--- config.mk ---
export PLATFORM = sky130hd
export DESIGN_NAME = bshp_ram
export DESIGN_NICKNAME = d
export VERILOG_FILES = /design/src/rtl/bshp_ram.sv
export SDC_FILE = /design/constraint.sdc
export NUM_CORES = 2
export LEC_CHECK = 0
export ABC_CLOCK_PERIOD_IN_PS = 2600
export BUFFER_PORTS_ARGS = -buffer_cell sky130_fd_sc_hd__buf_4
export CORE_MARGIN = 2
export CORE_UTILIZATION = 40
export CTS_BUF_LIST = sky130_fd_sc_hd__clkbuf_8 sky130_fd_sc_hd__clkbuf_16
export CTS_CLUSTER_DIAMETER = 30
export DETAILED_ROUTE_END_ITERATION = 12
export PLACE_DENSITY = 0.53
export SYNTH_ARGS = -nofsm -noshare
export SYNTH_HDL_FRONTEND = slang
export SYNTH_SLANG_ARGS = --single-unit
--- constraint.sdc ---
create_clock -name clk -period 2.6 [get_ports clk]
set_input_delay 0 -clock clk [delete_from_list [all_inputs] [get_ports clk]]
set_output_delay 0 -clock clk [all_outputs]
set_load 0.02 [all_outputs]
--- src/rtl/bshp_ram.sv ---
`default_nettype none

module bshp_ram #(
  parameter int WIDTH = 8,
  parameter int DEPTH = 256,
  localparam int AW = $clog2(DEPTH)
) (
  input  logic             clk,
  input  logic             we,
  input  logic [AW-1:0]    waddr,
  input  logic [WIDTH-1:0] wdata,
  input  logic [AW-1:0]    raddr,
  output logic [WIDTH-1:0] rdata
);

  logic [WIDTH-1:0] mem [DEPTH];

  always_ff @(posedge clk) begin
    if (we) begin
      mem[waddr] <= wdata;
    end
    rdata <= mem[raddr];
  end

endmodule

`default_nettype wire

**After elaboration in Yosys (flattened, before gate mapping)**

Memories as Yosys holds them, arrays and structs flattened. A register that Yosys moved wholly into a read port is not among the register bits.
Cells that the tools add are included.

- Muxes and demuxes: 2

Operators by type and width:

| kind | count |
|---|---|
| $mux 1 | 2 |

- Bits in registers: 0
- Memories: 1
- Logic and storage cells: 3
- Output and inout port bits: 8
- Input port bits: 26
- RAM bits: 2048

Memory list:

| memory | words | bits a word | read ports | clocked after memory_dff | wr ports | RTL line | RTL |
|---|---|---|---|---|---|---|---|
| mem | 256 | 8 | 1 | 1 | 1 | 16 | `logic [WIDTH-1:0] mem [DEPTH];` |

**Logic depth before layout (Yosys ltp)**

- Word-level depth: 2
- Mapped depth: 11

**Worst setup path after synthesis**

OpenSTA, ideal clock, no wires.

- Path kind: input -> register
- Start: input port raddr[0]
- End: register rdata[2], read port of mem
- Cell stages on the path: 9
- Library setup time: 131 ps
- Arrival time: 1807 ps
- Slack: 662 ps
- Buffers on the path: 4
- Path through: buf_6 > buf_12 > buf_8 > buf_2 > mux4_2 > a22oi_1 > a21oi_1 > nor4_1 > nor4_2

RTL lines:

| item | RTL line | RTL |
|---|---|---|
| from (decl) | 12 | `input logic [AW-1:0] raddr,` |
| to (decl) | 13 | `output logic [WIDTH-1:0] rdata` |

==> metrics.yaml <==
sta:
  hold_ws_ns: 0.07034
  timing.fmax_mhz: 388.6
  setup_viol: 0
  finClkSkew_ns: 0.06718
  worst_pin_slew_ns: 0.9396
  slew_viol_final: 0
  slew-limit-headroom: 0.3678
  hold_violations: 0
  period_share: 0.9898
  setup_slack_ns: 0.02664
  rsz0062_at_grt: "no"
  fin_crit_ns: 2.573
floorplanning:
  initial_core_util: 0.4030
  pin_count: 34
  std_cell_rows: 163
  die_area_um2: 202500
  core_area_um2: 197400
  die_y_um: 450.0
  die_x_um: 450.0
run:
  maxCapViolations: 0
synthesis:
  syn-cell-area_um2: 79560
  ys_warn_count: 0
  ys_seq_area_frac: 0.7750
  postSynthAreaPerCell_um2: 21.31
  synthCells: 3733
  synth_cell_types: 55
  synthSimpleGateAreaFrac: 0.02628
  synth-xor-area-share: 0
  synth_flop_cell: "edfxtp_1"
  syn_nets: 3759
  ys_ff_latch: 2056
  synth_async_sr_flop_share: 0
  synth_top_cell_area_share: 0.7730
  yosysTopAreaCell: "edfxtp_1"
  synth-edff-count: 2048
  synth_adder_area_share: 0
  synth_top_family_by_area: "multiplexers"
  synth_compound_area_frac: 0.03419
  synthMuxAreaShare: 0.1462
  synthTopCellsByArea: "edfxtp_1 (77%), mux4_2 (13%), mux2i_1 (1.7%)"
clock_network:
  clock-sinks: 2056
  cts_tree: "yes"
  clock_path_buffers: 4
  clkTransAtPathRegs_ns: 0.05
  htreeDepth: 5
  cts_buffers: 432
  cts_root_buf: "clkbuf_16"
  insertion_delay_ns: 0.95
  post_cts_buffers: 0
drt:
  wl_met2_um: 105500
  first_pass_iters: 5
  wl_um: 219500
  drtAntennaViolNets: 0
  remaining_drc_errors: 0
  wl_met3_um: 13570
  wl_per_cell_um: 28.64
  vias: 42300
  viasPerCell: 5.520
  wirelength_met1_um: 94380
  highest_layer: "met4"
  drt-initial-drc-count: 4789
setup_path:
  required_ns: 3.41
  cp.arrival_ns: 3.39
  r2r_setup_slack_ns: 0.03
  criticalPathCategory: "reg2reg"
  crit_path_start_kind: "flop"
  cp-end-kind: "flop"
  crit_fanout: 1
layout:
  layout-drive-gt1-share: 0.3750
  synthToLayoutAreaGrowth_pct: 28.83
  fin_util: 0.5192
  nets: 4700
pwr:
  pwr-share-clk: 0.570
  total_power_mw: 94.64
  p_per_area_nw_per_um2: 923.3
  p_switching_mw: 19.88
  seq_power_share: 0.388
  comb_power_share: 0.042
  p_int_mw: 74.76
  switching_share: 0.2100
  peakVddDrop_mv: 0.6835
  leakage_nw: 34.39
grt:
  grt_overflow: 0
  grt_pass1_vias: 43020
  antenna_found_initial: 7
  grt_max_degree: 101
  grt_pass1_wl_um: 314400
  grt_use_total: 0.2157
placed_design:
  hpwlAfterDp_um: 140000
  gp_congestion: 0.8523
  port_buffers: 33
  place_ws_ns: -0.8363
min_path:
  hp-class: "in2reg"
status:
  status: "completed"
[metrics by stage]
step                      cells  cell area, um^2  setup TNS (ns)
after global routing       7660           102500               0
after detailed placement   6854            87680          -4.486
after CTS                  7659           102500               0
final                      7663           102500               0
after floorplan            3733            79560               0
after global placement     6853            87670          -5.011
[synth_stat cells (5+ instances only)]
master       n
edfxtp_1  2048
mux4_2     454
nor2_1     282
mux2i_1    134
a22oi_1    133
clkbuf_1   111
a21oi_1     96
o221ai_1    46
nand3_1     34
nand2_1     33
buf_2       31
nor2b_1     31
o22ai_1     28
buf_4       27
nor4_1      24
buf_1       22
nor3_1      22
buf_6       21
a211oi_1    16
a221oi_1    13
buf_8       13
nand4_1     10
o211ai_1    10
o21ai_0     10
a22o_1       8
buf_12       8
dfxtp_1      8
nand2b_1     8
and2_1       6
o22a_1       5
[flip-flops by register name, summed over array words and instances (netlist names)]
| name | flops |
|---|---|
| mem | 2048 |
| rdata | 8 |
[final timing paths]
kind                 endpoint  cells past startpoint   startpoint
setup / recovery     rdata[7]                      8  mem[136][7]
hold / removal    mem[226][7]                      2     wdata[7]
setup reg to reg     rdata[7]                      8  mem[136][7]
hold reg to reg      rdata[6]                      5   mem[45][6]
[worst max-delay path, cell delays in order, from the launching register on]
cell and delay [ns]:
edfxtp_1 0.36, mux4_2 0.51, mux4_2 0.50, nor2_2 0.18, buf_4 0.16, a2111oi_2 0.05
nor3_2 0.39, buf_4 0.22, nor4_1 0.05
[what timing repair did]
item                       in CTS  in global routing
setup endpoints to repair       5                  0
resized for setup              10                  0
hold endpoints to repair     3036                  0
hold buffers                   26                  0
[metal layers]
| layer | vias to the layer above | track usage |
|---|---|---|
| met2 | 1574 | 0.3420 |
| met5 | - | 0 |
| li1 | 17810 | - |
| met1 | 22550 | 0.3059 |
| met3 | 360 | 0.03679 |
| met4 | 0 | 0.06769 |
[power by group through the flow]
| stage | registers [mW] | logic, mW | clock network (mW) |
|---|---|---|---|
| after global routing | 36.7 | 4.16 | 56.4 |
| after floorplan | 37.3 | 1.77 | 0 |
| after CTS | 36.7 | 4.00 | 54.6 |
| after global placement | 37.3 | 3.92 | 0 |
| after detailed placement | 37.3 | 3.95 | 0 |
| final | 36.7 | 3.95 | 54.0 |
[cell type report]
class                      count  area [um^2]
fill                       15660        94920
sequential                  2056        61660
multi-input combinational   1442        16610
clock buffer                 439        10990
timing repair buffer         740         6421
clock inverter               340         3503
tap                         2640         3303
antenna                        4        10.01
inverter                       2        7.507
[kinds of logic after synthesis]
logic type | count (synthesis)
multiplexers | 591
AND/OR/NAND/NOR | 466
flip-flops | 2056
buffers and inverters | 235
AO/OA/AOI/OAI | 385
[cell usage in the layout (no fill, tap or decap), types with 5 or more instances in the layout]
cell and instances:
nor2b_1 28, o22ai_1 28, clkinv_1 67, mux2i_1 134
o22a_1 5, dfxtp_1 8, buf_4 646, dlygate4sd3_1 26
clkinv_4 29, a22o_1 8, buf_12 58, nand3_1 25
nand4_1 10, a221oi_1 13, nand3_2 9, buf_8 10
mux4_2 454, nor2_1 278, nor3_1 18, nand2b_1 8
edfxtp_1 2048, clkinvlp_4 51, inv_6 19, nor4_2 9
nand2_1 33, a21oi_1 96, o221ai_1 46, inv_1 41
bufinv_16 62, nor4_1 18, o211ai_1 10, a211oi_1 16
clkbuf_16 439, a22oi_1 133, clkinv_2 67, o21ai_0 10
Power figures use the tool's default switching activity.
